===== src/sv/kne_pkg.sv =====
// Shared types, character codes and limits for the keyword number extractor.
package kne_pkg;

  localparam int unsigned KEY_MAX_DEF     = 8;
  localparam int unsigned MANT_DIGITS_DEF = 18;

  localparam int unsigned MATCH_W    = 4;
  localparam int unsigned DIGITS_W   = 5;
  localparam int unsigned EXPACC_W   = 7;
  localparam int unsigned PARSED_W   = 17;
  localparam int unsigned COUNT_W    = 16;
  localparam int unsigned MANT_W     = 60;
  localparam int unsigned EXP_W      = 8;
  localparam int unsigned KEYWORD_W  = 64;
  localparam int unsigned KEYLEN_W   = 4;
  localparam int unsigned CFG_IDX_W  = 2;
  localparam int unsigned OUT_DATA_W = 88;

  localparam logic [DIGITS_W-1:0] DIGITS_SAT = 5'd31;
  localparam logic [EXPACC_W-1:0] EXP_SAT    = 7'd99;

  localparam logic [7:0] CH_ZERO  = 8'h30;
  localparam logic [7:0] CH_NINE  = 8'h39;
  localparam logic [7:0] CH_DOT   = 8'h2e;
  localparam logic [7:0] CH_MINUS = 8'h2d;
  localparam logic [7:0] CH_LOW_E = 8'h65;
  localparam logic [7:0] CH_UP_E  = 8'h45;
  localparam logic [7:0] CH_BS    = 8'h08;
  localparam logic [7:0] CH_TAB   = 8'h09;
  localparam logic [7:0] CH_LF    = 8'h0a;
  localparam logic [7:0] CH_SPACE = 8'h20;

  typedef enum logic [2:0] {
    PART_INT  = 3'b001,
    PART_FRAC = 3'b010,
    PART_EXP  = 3'b100
  } part_e;

  typedef enum logic [CFG_IDX_W-1:0] {
    CFG_KEYWORD = 2'd0,
    CFG_KEYLEN  = 2'd1,
    CFG_SKIP    = 2'd2,
    CFG_MAX     = 2'd3
  } cfg_idx_e;

  typedef struct packed {
    logic [KEYWORD_W-1:0] keyword_bytes;
    logic [KEYLEN_W-1:0]  keyword_length;
    logic [COUNT_W-1:0]   skip_count;
    logic [COUNT_W-1:0]   max_count;
  } cfg_t;

  typedef struct packed {
    logic [7:0] text_byte;
    logic       end_of_stream;
  } item_t;

  typedef struct packed {
    logic                    kind;
    logic                    negative;
    logic [MANT_W-1:0]       mantissa;
    logic signed [EXP_W-1:0] exponent_ten;
    logic                    digits_overflow;
    logic                    short_count;
    logic [COUNT_W-1:0]      value_count;
  } result_t;

endpackage


===== src/sv/kne_cfg.sv =====
// Configuration register file of the keyword number extractor.
module kne_cfg import kne_pkg::*; (
  input  logic                 clk_i,
  input  logic                 rst_ni,
  input  logic                 cfg_valid_i,
  output logic                 cfg_ready_o,
  input  logic [CFG_IDX_W-1:0] cfg_index_i,
  input  logic [KEYWORD_W-1:0] cfg_data_i,
  output cfg_t                 cfg_o
);

  cfg_t cfg_q, cfg_d;

  assign cfg_ready_o = 1'b1;
  assign cfg_o       = cfg_q;

  always_comb begin
    cfg_d = cfg_q;
    if (cfg_valid_i) begin
      unique case (cfg_idx_e'(cfg_index_i))
        CFG_KEYWORD: cfg_d.keyword_bytes  = cfg_data_i;
        CFG_KEYLEN:  cfg_d.keyword_length = cfg_data_i[KEYLEN_W-1:0];
        CFG_SKIP:    cfg_d.skip_count     = cfg_data_i[COUNT_W-1:0];
        CFG_MAX:     cfg_d.max_count      = cfg_data_i[COUNT_W-1:0];
        default:     cfg_d = cfg_q;
      endcase
    end
  end

  always_ff @(posedge clk_i or negedge rst_ni) begin
    if (!rst_ni) begin
      cfg_q.keyword_bytes  <= '0;
      cfg_q.keyword_length <= KEYLEN_W'(1);
      cfg_q.skip_count     <= '0;
      cfg_q.max_count      <= '0;
    end else begin
      cfg_q <= cfg_d;
    end
  end

endmodule


===== src/sv/kne_core.sv =====
// Keyword matcher and number parser state with its combinational next-state logic.
module kne_core import kne_pkg::*; #(
  parameter int unsigned KEY_MAX     = KEY_MAX_DEF,
  parameter int unsigned MANT_DIGITS = MANT_DIGITS_DEF
) (
  input  logic    clk_i,
  input  logic    rst_ni,
  input  cfg_t    cfg_i,
  input  item_t   item_i,
  input  logic    step_i,
  output logic    res_valid_o,
  output result_t res_o
);

  localparam logic [MATCH_W-1:0]  KeyMax = MATCH_W'(KEY_MAX);
  localparam logic [DIGITS_W-1:0] MantDigits = DIGITS_W'(MANT_DIGITS);

  logic [MATCH_W-1:0]  match_q, match_d;
  logic                in_number_q, in_number_d;
  part_e               part_q, part_d;
  logic                neg_q, neg_d;
  logic [MANT_W-1:0]   mant_q, mant_d;
  logic [DIGITS_W-1:0] mdig_q, mdig_d;
  logic [DIGITS_W-1:0] fdig_q, fdig_d;
  logic [EXPACC_W-1:0] expacc_q, expacc_d;
  logic                skip_q, skip_d;
  logic                ovf_q, ovf_d;
  logic [PARSED_W-1:0] parsed_q, parsed_d;
  logic [COUNT_W-1:0]  emitted_q, emitted_d;
  logic                halted_q, halted_d;

  logic [7:0]          ch;
  logic [3:0]          digit;
  logic                is_digit;
  logic                is_blank;
  logic [MATCH_W-1:0]  key_len;
  logic [MATCH_W-1:0]  pos;
  logic [MATCH_W-1:0]  pos_next;
  logic [7:0]          key_byte;
  logic [63:0]         mant_x10;
  logic [9:0]          exp_x10;
  logic [DIGITS_W-1:0] dropped;
  logic signed [8:0]   exp_sum;
  logic [COUNT_W-1:0]  emitted_inc;

  assign ch       = item_i.text_byte;
  assign digit    = 4'(ch - CH_ZERO);
  assign is_digit = (ch >= CH_ZERO) && (ch <= CH_NINE);
  assign is_blank = (ch == CH_BS) || (ch == CH_TAB) || (ch == CH_LF) || (ch == CH_SPACE);

  always_comb begin
    if (cfg_i.keyword_length == '0) begin
      key_len = MATCH_W'(1);
    end else if (cfg_i.keyword_length > KeyMax) begin
      key_len = KeyMax;
    end else begin
      key_len = cfg_i.keyword_length;
    end
  end

  assign pos      = (match_q >= key_len) ? '0 : match_q;
  assign key_byte = cfg_i.keyword_bytes[pos[2:0]*8 +: 8];
  assign pos_next = (ch == key_byte) ? pos + MATCH_W'(1) : '0;

  assign mant_x10 = {1'b0, mant_q, 3'b000} + {3'b000, mant_q, 1'b0} + 64'(digit);
  assign exp_x10  = {expacc_q, 3'b000} + {2'b00, expacc_q, 1'b0} + 10'(digit);
  assign dropped  = (mdig_q > MantDigits) ? mdig_q - MantDigits : '0;
  assign exp_sum  = 9'(expacc_q) + 9'(dropped) - 9'(fdig_q);
  assign emitted_inc = (emitted_q == '1) ? emitted_q : emitted_q + COUNT_W'(1);

  always_comb begin
    match_d     = match_q;
    in_number_d = in_number_q;
    part_d      = part_q;
    neg_d       = neg_q;
    mant_d      = mant_q;
    mdig_d      = mdig_q;
    fdig_d      = fdig_q;
    expacc_d    = expacc_q;
    skip_d      = skip_q;
    ovf_d       = ovf_q;
    parsed_d    = parsed_q;
    emitted_d   = emitted_q;
    halted_d    = halted_q;
    res_valid_o = 1'b0;
    res_o       = '0;

    if (item_i.end_of_stream) begin
      res_valid_o       = 1'b1;
      res_o.kind        = 1'b1;
      res_o.short_count = (cfg_i.max_count != '0) && (emitted_q < cfg_i.max_count);
      res_o.value_count = emitted_q;
      match_d     = '0;
      in_number_d = 1'b0;
      part_d      = PART_INT;
      neg_d       = 1'b0;
      mant_d      = '0;
      mdig_d      = '0;
      fdig_d      = '0;
      expacc_d    = '0;
      skip_d      = 1'b0;
      ovf_d       = 1'b0;
      parsed_d    = '0;
      emitted_d   = '0;
      halted_d    = 1'b0;
    end else if (!halted_q) begin
      if (!in_number_q) begin
        match_d = pos_next;
        if (pos_next >= key_len) begin
          match_d     = '0;
          in_number_d = 1'b1;
          part_d      = PART_INT;
          neg_d       = 1'b0;
          mant_d      = '0;
          mdig_d      = '0;
          fdig_d      = '0;
          expacc_d    = '0;
          skip_d      = 1'b0;
          ovf_d       = 1'b0;
        end
      end else if (skip_q) begin
        skip_d = 1'b0;
      end else if (is_digit) begin
        unique case (part_q)
          PART_EXP: begin
            expacc_d = (exp_x10 > 10'(EXP_SAT)) ? EXP_SAT : exp_x10[EXPACC_W-1:0];
          end
          PART_FRAC: begin
            if (mdig_q < MantDigits) begin
              mant_d = mant_x10[MANT_W-1:0];
              mdig_d = mdig_q + DIGITS_W'(1);
              fdig_d = fdig_q + DIGITS_W'(1);
            end else begin
              ovf_d = 1'b1;
            end
          end
          PART_INT: begin
            if (mdig_q < MantDigits) begin
              mant_d = mant_x10[MANT_W-1:0];
            end else begin
              ovf_d = 1'b1;
            end
            if (mdig_q < DIGITS_SAT) begin
              mdig_d = mdig_q + DIGITS_W'(1);
            end
          end
          default: part_d = part_q;
        endcase
      end else if (ch == CH_DOT) begin
        part_d = PART_FRAC;
      end else if (ch == CH_MINUS) begin
        neg_d = 1'b1;
      end else if ((ch == CH_LOW_E) || (ch == CH_UP_E)) begin
        part_d = PART_EXP;
        skip_d = 1'b1;
      end else if (!is_blank) begin
        in_number_d = 1'b0;
        if (parsed_q != '1) begin
          parsed_d = parsed_q + PARSED_W'(1);
        end
        if (parsed_q >= PARSED_W'(cfg_i.skip_count)) begin
          res_valid_o           = 1'b1;
          res_o.negative        = neg_q;
          res_o.mantissa        = mant_q;
          res_o.exponent_ten    = (exp_sum > $signed(9'd99)) ? 8'sd99 : exp_sum[EXP_W-1:0];
          res_o.digits_overflow = ovf_q;
          emitted_d = emitted_inc;
          halted_d  = (cfg_i.max_count != '0) && (emitted_inc >= cfg_i.max_count);
        end
      end
    end
  end

  always_ff @(posedge clk_i or negedge rst_ni) begin
    if (!rst_ni) begin
      match_q     <= '0;
      in_number_q <= 1'b0;
      part_q      <= PART_INT;
      neg_q       <= 1'b0;
      mant_q      <= '0;
      mdig_q      <= '0;
      fdig_q      <= '0;
      expacc_q    <= '0;
      skip_q      <= 1'b0;
      ovf_q       <= 1'b0;
      parsed_q    <= '0;
      emitted_q   <= '0;
      halted_q    <= 1'b0;
    end else if (step_i) begin
      match_q     <= match_d;
      in_number_q <= in_number_d;
      part_q      <= part_d;
      neg_q       <= neg_d;
      mant_q      <= mant_d;
      mdig_q      <= mdig_d;
      fdig_q      <= fdig_d;
      expacc_q    <= expacc_d;
      skip_q      <= skip_d;
      ovf_q       <= ovf_d;
      parsed_q    <= parsed_d;
      emitted_q   <= emitted_d;
      halted_q    <= halted_d;
    end
  end

endmodule


===== src/sv/kne_out_stage.sv =====
// Result register that drives the master-side stream and packs its payload.
module kne_out_stage import kne_pkg::*; (
  input  logic                  clk_i,
  input  logic                  rst_ni,
  input  logic                  load_i,
  input  result_t               res_i,
  output logic                  free_o,
  output logic                  m_axis_tvalid,
  input  logic                  m_axis_tready,
  output logic [OUT_DATA_W-1:0] m_axis_tdata,
  output logic                  m_axis_tuser
);

  logic    valid_q, valid_d;
  result_t res_q;

  assign free_o = !valid_q || m_axis_tready;

  always_comb begin
    valid_d = valid_q;
    if (load_i) begin
      valid_d = 1'b1;
    end else if (m_axis_tready) begin
      valid_d = 1'b0;
    end
  end

  always_ff @(posedge clk_i or negedge rst_ni) begin
    if (!rst_ni) begin
      valid_q <= 1'b0;
    end else begin
      valid_q <= valid_d;
    end
  end

  always_ff @(posedge clk_i) begin
    if (load_i) begin
      res_q <= res_i;
    end
  end

  assign m_axis_tvalid = valid_q;
  assign m_axis_tuser  = res_q.kind;
  assign m_axis_tdata  = {1'b0, res_q.value_count, res_q.short_count, res_q.digits_overflow,
                          res_q.exponent_ten, res_q.mantissa, res_q.negative};

endmodule


===== src/sv/keyword_number_extractor_top.sv =====
// Top level of the keyword number extractor: input register, parser core and result register.
//
// The block scans a byte stream on the slave channel for a configured keyword and then
// parses the decimal number that follows it. Each kept number leaves on the master
// channel as one transaction with tuser low; an input transaction with tlast high ends
// the stream and returns a status transaction with tuser high, then the parse state
// clears so that a new stream can begin. Configuration is written through the cfg
// channel, which is always ready; the user must write it only while no transaction is
// in flight, which the block does not enforce. Each input transaction is captured in
// an input register and handled by the parser core; a result, if any, is registered in
// the result register, which drives the master port. One byte is taken per cycle while
// no byte is held back. When the receiver stalls, the result register holds its data;
// bytes that produce no result keep flowing, and a byte that produces a result waits in
// the input register, with s_axis_tready low, until the result register is free. Reset clears
// the control and parse state and loads the register reset values (keyword length one).
module keyword_number_extractor_top import kne_pkg::*; #(
  parameter int unsigned KEY_MAX     = KEY_MAX_DEF,
  parameter int unsigned MANT_DIGITS = MANT_DIGITS_DEF
) (
  input  logic                  clk_i,
  input  logic                  rst_ni,
  input  logic                  s_axis_tvalid,
  output logic                  s_axis_tready,
  input  logic [7:0]            s_axis_tdata,   // text_byte
  input  logic                  s_axis_tlast,   // end_of_stream
  output logic                  m_axis_tvalid,
  input  logic                  m_axis_tready,
  // negative, mantissa[59:0], exponent_ten[7:0], digits_overflow, short_count,
  // value_count[15:0], zero pad
  output logic [OUT_DATA_W-1:0] m_axis_tdata,
  output logic                  m_axis_tuser,   // kind
  input  logic                  cfg_valid_i,
  output logic                  cfg_ready_o,
  input  logic [CFG_IDX_W-1:0]  cfg_index_i,
  input  logic [KEYWORD_W-1:0]  cfg_data_i
);

  cfg_t    cfg;
  item_t   item_q;
  logic    item_valid_q, item_valid_d;
  logic    res_valid;
  result_t res;
  logic    out_free;
  logic    step;
  logic    in_accept;

  assign step          = item_valid_q && (!res_valid || out_free);
  assign s_axis_tready = !item_valid_q || step;
  assign in_accept     = s_axis_tvalid && s_axis_tready;

  always_comb begin
    item_valid_d = item_valid_q;
    if (in_accept) begin
      item_valid_d = 1'b1;
    end else if (step) begin
      item_valid_d = 1'b0;
    end
  end

  always_ff @(posedge clk_i or negedge rst_ni) begin
    if (!rst_ni) begin
      item_valid_q <= 1'b0;
    end else begin
      item_valid_q <= item_valid_d;
    end
  end

  always_ff @(posedge clk_i) begin
    if (in_accept) begin
      item_q.text_byte     <= s_axis_tdata;
      item_q.end_of_stream <= s_axis_tlast;
    end
  end

  kne_cfg u_cfg (
    .clk_i       (clk_i),
    .rst_ni      (rst_ni),
    .cfg_valid_i (cfg_valid_i),
    .cfg_ready_o (cfg_ready_o),
    .cfg_index_i (cfg_index_i),
    .cfg_data_i  (cfg_data_i),
    .cfg_o       (cfg)
  );

  kne_core #(
    .KEY_MAX     (KEY_MAX),
    .MANT_DIGITS (MANT_DIGITS)
  ) u_core (
    .clk_i       (clk_i),
    .rst_ni      (rst_ni),
    .cfg_i       (cfg),
    .item_i      (item_q),
    .step_i      (step),
    .res_valid_o (res_valid),
    .res_o       (res)
  );

  kne_out_stage u_out (
    .clk_i         (clk_i),
    .rst_ni        (rst_ni),
    .load_i        (step && res_valid),
    .res_i         (res),
    .free_o        (out_free),
    .m_axis_tvalid (m_axis_tvalid),
    .m_axis_tready (m_axis_tready),
    .m_axis_tdata  (m_axis_tdata),
    .m_axis_tuser  (m_axis_tuser)
  );

endmodule


===== config.mk =====
export PLATFORM = sky130hd
export DESIGN_NAME = keyword_number_extractor_top
export DESIGN_NICKNAME = d
export VERILOG_FILES = /design/src/sv/kne_pkg.sv /design/src/sv/kne_cfg.sv /design/src/sv/kne_core.sv /design/src/sv/kne_out_stage.sv /design/src/sv/keyword_number_extractor_top.sv
export SDC_FILE = /design/constraint.sdc
export NUM_CORES = 1
export LEC_CHECK = 0
export ABC_AREA = 1
export BUFFER_PORTS_ARGS = -buffer_cell sky130_fd_sc_hd__buf_2
export CELL_PAD_IN_SITES_DETAIL_PLACEMENT = 1
export CELL_PAD_IN_SITES_GLOBAL_PLACEMENT = 2
export CORE_MARGIN = 8
export CORE_UTILIZATION = 39
export DETAILED_ROUTE_END_ITERATION = 16
export GPL_TIMING_DRIVEN = 1
export MAX_ROUTING_LAYER = met4
export PLACE_DENSITY_LB_ADDON = 0.25
export SLEW_MARGIN = 15
export SYNTH_ARGS = -nofsm -noshare
export SYNTH_HDL_FRONTEND = slang
export SYNTH_SLANG_ARGS = --single-unit

===== constraint.sdc =====
create_clock -name clk_i -period 6.2 [get_ports clk_i]
set_input_delay 0 -clock clk_i [delete_from_list [all_inputs] [get_ports clk_i]]
set_output_delay 0 -clock clk_i [all_outputs]
set_load 0.005 [all_outputs]

==> results.json <==
{
  "clock_skew_ns": 0.0203,
  "layout-drive-gt1-share_pct": 10.9,
  "synthFlopType": "dfrtp_1",
  "hpwlAfterDp_um": 53000,
  "critical_path_class": "register to register",
  "synthAdderAreaFrac_pct": 12.5,
  "grt_pass1_vias": 20500,
  "die_height_um": 251,
  "hold_viol_final": 0,
  "power_density_nw_per_um2": 252,
  "antenna_found_initial": 2,
  "initial_core_util_pct": 39.2,
  "dieWidth_um": 251,
  "path_clk_slew_ns": 0.06,
  "clkLatencyLatePin_ns": 0.57,
  "postRouteAntennaNets": 0,
  "wl_per_cell_um": 18.9,
  "drc": 0,
  "grt_pass1_wl_um": 113000,
  "leakagePower_nw": 12.3,
  "critPathRequiredTime_ns": 6.69,
  "cts_setup_buffers": 0,
  "seqCellArea_sq_um": 8520,
  "layout.nets": 3257,
  "rsz0062_at_grt": "no",
  "drv_slew": 0,
  "grt_usage_pct": 22.8,
  "grt_overflow": 0,
  "tightest_slew_ns": 1.04,
  "crit_path_end_kind": "register",
  "cts_made_buffers": 39,
  "synth.area.mux_share_pct": 1.78,
  "ys_ff_latch": 321,
  "maxSlewHeadroom_pct": 30.3,
  "wirelength_um": 70100,
  "slowest_stage": "dfstp_2",
  "yosys_warnings": 0,
  "via_count": 19200,
  "num_rows": 86,
  "ys_seq_area_share_pct": 39.7,
  "vdd_drop_max_v": 0.000270,
  "io_pins": 172,
  "synth_area_per_cell_sq_um": 7.86,
  "yosysUniqueCellTypes": 51,
  "max_freq_mhz": 179,
  "firstDrtPassIters": 5,
  "synth_top_family_by_area": "simple AND/OR/NAND/NOR gates",
  "grt_max_degree": 151,
  "period_share_pct": 90.1,
  "cts_tree": "built",
  "min_period_ns": 5.59,
  "synth_compound_area_share_pct": 10.2,
  "tns_ns": 0,
  "clock-sinks": 321,
  "finalSetupViolCount": 0,
  "synth_cells": 2729,
  "routed_via_density": 5.19,
  "syn_to_final_growth_pct": 17.3,
  "arrival_ns": 6.08,
  "fillers": 6698,
  "synth_simple_gate_area_share_pct": 24.7,
  "run_status": "completed",
  "core_sq_um": 54800,
  "synth_xor_area_share_pct": 2.82,
  "cp-start-kind": "register",
  "synth_edf_count": 97,
  "syn_area_sq_um": 21500,
  "gp_routability_congestion": 0.921,
  "io_buffer_count": 169,
  "drtIter0Drc": 980,
  "maxCapViolCount": 0,
  "cts_root_buf": "clkbuf_16",
  "synthArstFlopShare_pct": 69.8,
  "utilization_pct": 45.9,
  "cp_slowest_stage_delay_ns": 0.55,
  "crit_path_frequent_cell": "nand2_1",
  "htreeDepth": 2,
  "die_area_sq_um": 62800,
  "cp_max_fo": 24,
  "synth.net_count": 3018,
  "multiInputGateArea_sq_um": 11200,
  "holdCritPathClass": "input pin to register",
  "clock_path_buffers": 3
}
final cells by class:
class / count / share of cell area (%)
Antenna cell: 2 / 0.0199
Clock buffer: 43 / 3.98
Clock inverter: 28 / 1.41
Inverter: 380 / 5.68
Multi-Input combinational cell: 1963 / 44.4
Sequential cell: 321 / 33.9
Tap cell: 704 / 3.50
Timing Repair Buffer: 263 / 7.12
routing by layer:
layer | share of wire [%] | up-vias | GRT usage [%]
li1 | - | 9451 | -
met1 | 50 | 9391 | 31.0
met2 | 45 | 298 | 36.0
met3 | 3.3 | 85 | 2.97
met4 | 1.9 | 0 | 5.35
met5 | 0 | - | -
timing repair:
item / in CTS / in global routing
resized for setup: 0 / 1
hold endpoints to repair: 185 / 0
hold buffers: 82 / 0
endpoints found under the setup margin: 0 / 3
power breakdown:
group	internal (mW)	switching (mW)
clock network	1.47	0.987
logic	0.480	0.849
registers	2.40	0.159
cell usage in the layout (no fill, tap or decap), types with 51 or more instances in the layout:
cell type	synthesis	routed
nand2_1	687	686
inv_1	374	373
nor2_1	267	267
dfrtp_1	222	222
ha_1	200	200
o21ai_0	175	175
buf_2	18	168
nand3_1	155	155
a21oi_1	145	145
edfxtp_1	97	97
dlygate4sd3_1	0	82
xor2_1	55	55
nand4_1	51	51
Yosys cell counts (7+ instances only):
cell type  number  area (sq um)
a21oi_1       145           726
a31oi_1        18           113
buf_1          10          37.5
buf_2          18          90.1
buf_4          10          75.1
clkbuf_1       22          82.6
dfrtp_1       222          5560
edfxtp_1       97          2910
fa_1            9           180
ha_1          200          2500
inv_1         374          1400
mux2_2         34           383
nand2_1       687          2580
nand3_1       155           776
nand3_2        11           110
nand4_1        51           319
nor2_1        267          1000
nor3_1         39           195
nor4_1          7          43.8
o211ai_1       13          97.6
o21ai_0       175           876
o21bai_1       11          82.6
o31ai_1        14           105
or2_2          18           113
xnor2_1        14           123
xor2_1         55           482
critical path: cells and delay by family (launching register included):
| family | cells | cell delay, ns |
|---|---|---|
| simple gates | 22 | 3.22 |
| buf+inv | 4 | 0.75 |
| flops | 1 | 0.55 |
| compound gates | 3 | 0.51 |
| fa+ha+maj | 2 | 0.47 |
logic make-up (layout without fill, tap and decap cells):
logic type / after synthesis / in the layout
muxes: 34 / 34
other: 2 / 4
adders and majority gates: 209 / 209
xor gates and xnor gates: 69 / 69
DFF: 321 / 321
AOI/OAI and AO/OA: 397 / 397
and+or+nand+nor: 1252 / 1252
buffers and inverters: 445 / 714
state kept, by name, summed over array words and instances (netlist names), 3 cells and up:
signal / cells
u_core.parsed_q: 17
u_out.m_axis_tdata: 87
u_core.emitted_q: 16
u_core.match_q: 4
u_core.fdig_q: 5
u_core.expacc_q: 7
u_cfg.cfg_o: 100
u_core.mant_q: 60
u_core.mdig_q: 5
item_q: 9
u_core.part_q: 3
stage by stage:
stage | worst slack [ns] | cell area [sq um] | hold slack [ns] | total power [mW] | cells
final | 0.611 | 25200 | 0.00598 | 6.34 | 3704
after global routing | 0.0260 | 25200 | 0.0406 | 6.69 | 3704
after CTS | 0.464 | 25200 | 0.00181 | 6.42 | 3702
after global placement | 0.776 | 23000 | 0.0106 | 3.82 | 3549
after floorplan | 2.00 | 21500 | -0.296 | 3.45 | 2729
after detailed placement | 0.512 | 23000 | 0.0170 | 3.88 | 3549
path summary, 6_finish.rpt:
kind                                      start                 to  slack, ns  cells past startpoint
max in group asynchronous                rst_ni  u_core.mant_q[34]       4.40                      4
worst min-delay path             cfg_index_i[0]    u_cfg.cfg_o[33]      0.006                      5
worst max register to register  u_cfg.cfg_o[32]  u_core.mant_q[56]       0.61                     31
min in group asynchronous                rst_ni    u_cfg.cfg_o[75]       0.51                      3
worst max-delay path            u_cfg.cfg_o[32]  u_core.mant_q[56]       0.61                     31
worst min register to register  u_cfg.cfg_o[10]    u_cfg.cfg_o[10]       0.48                      2
(Power assumes the default switching activity.)
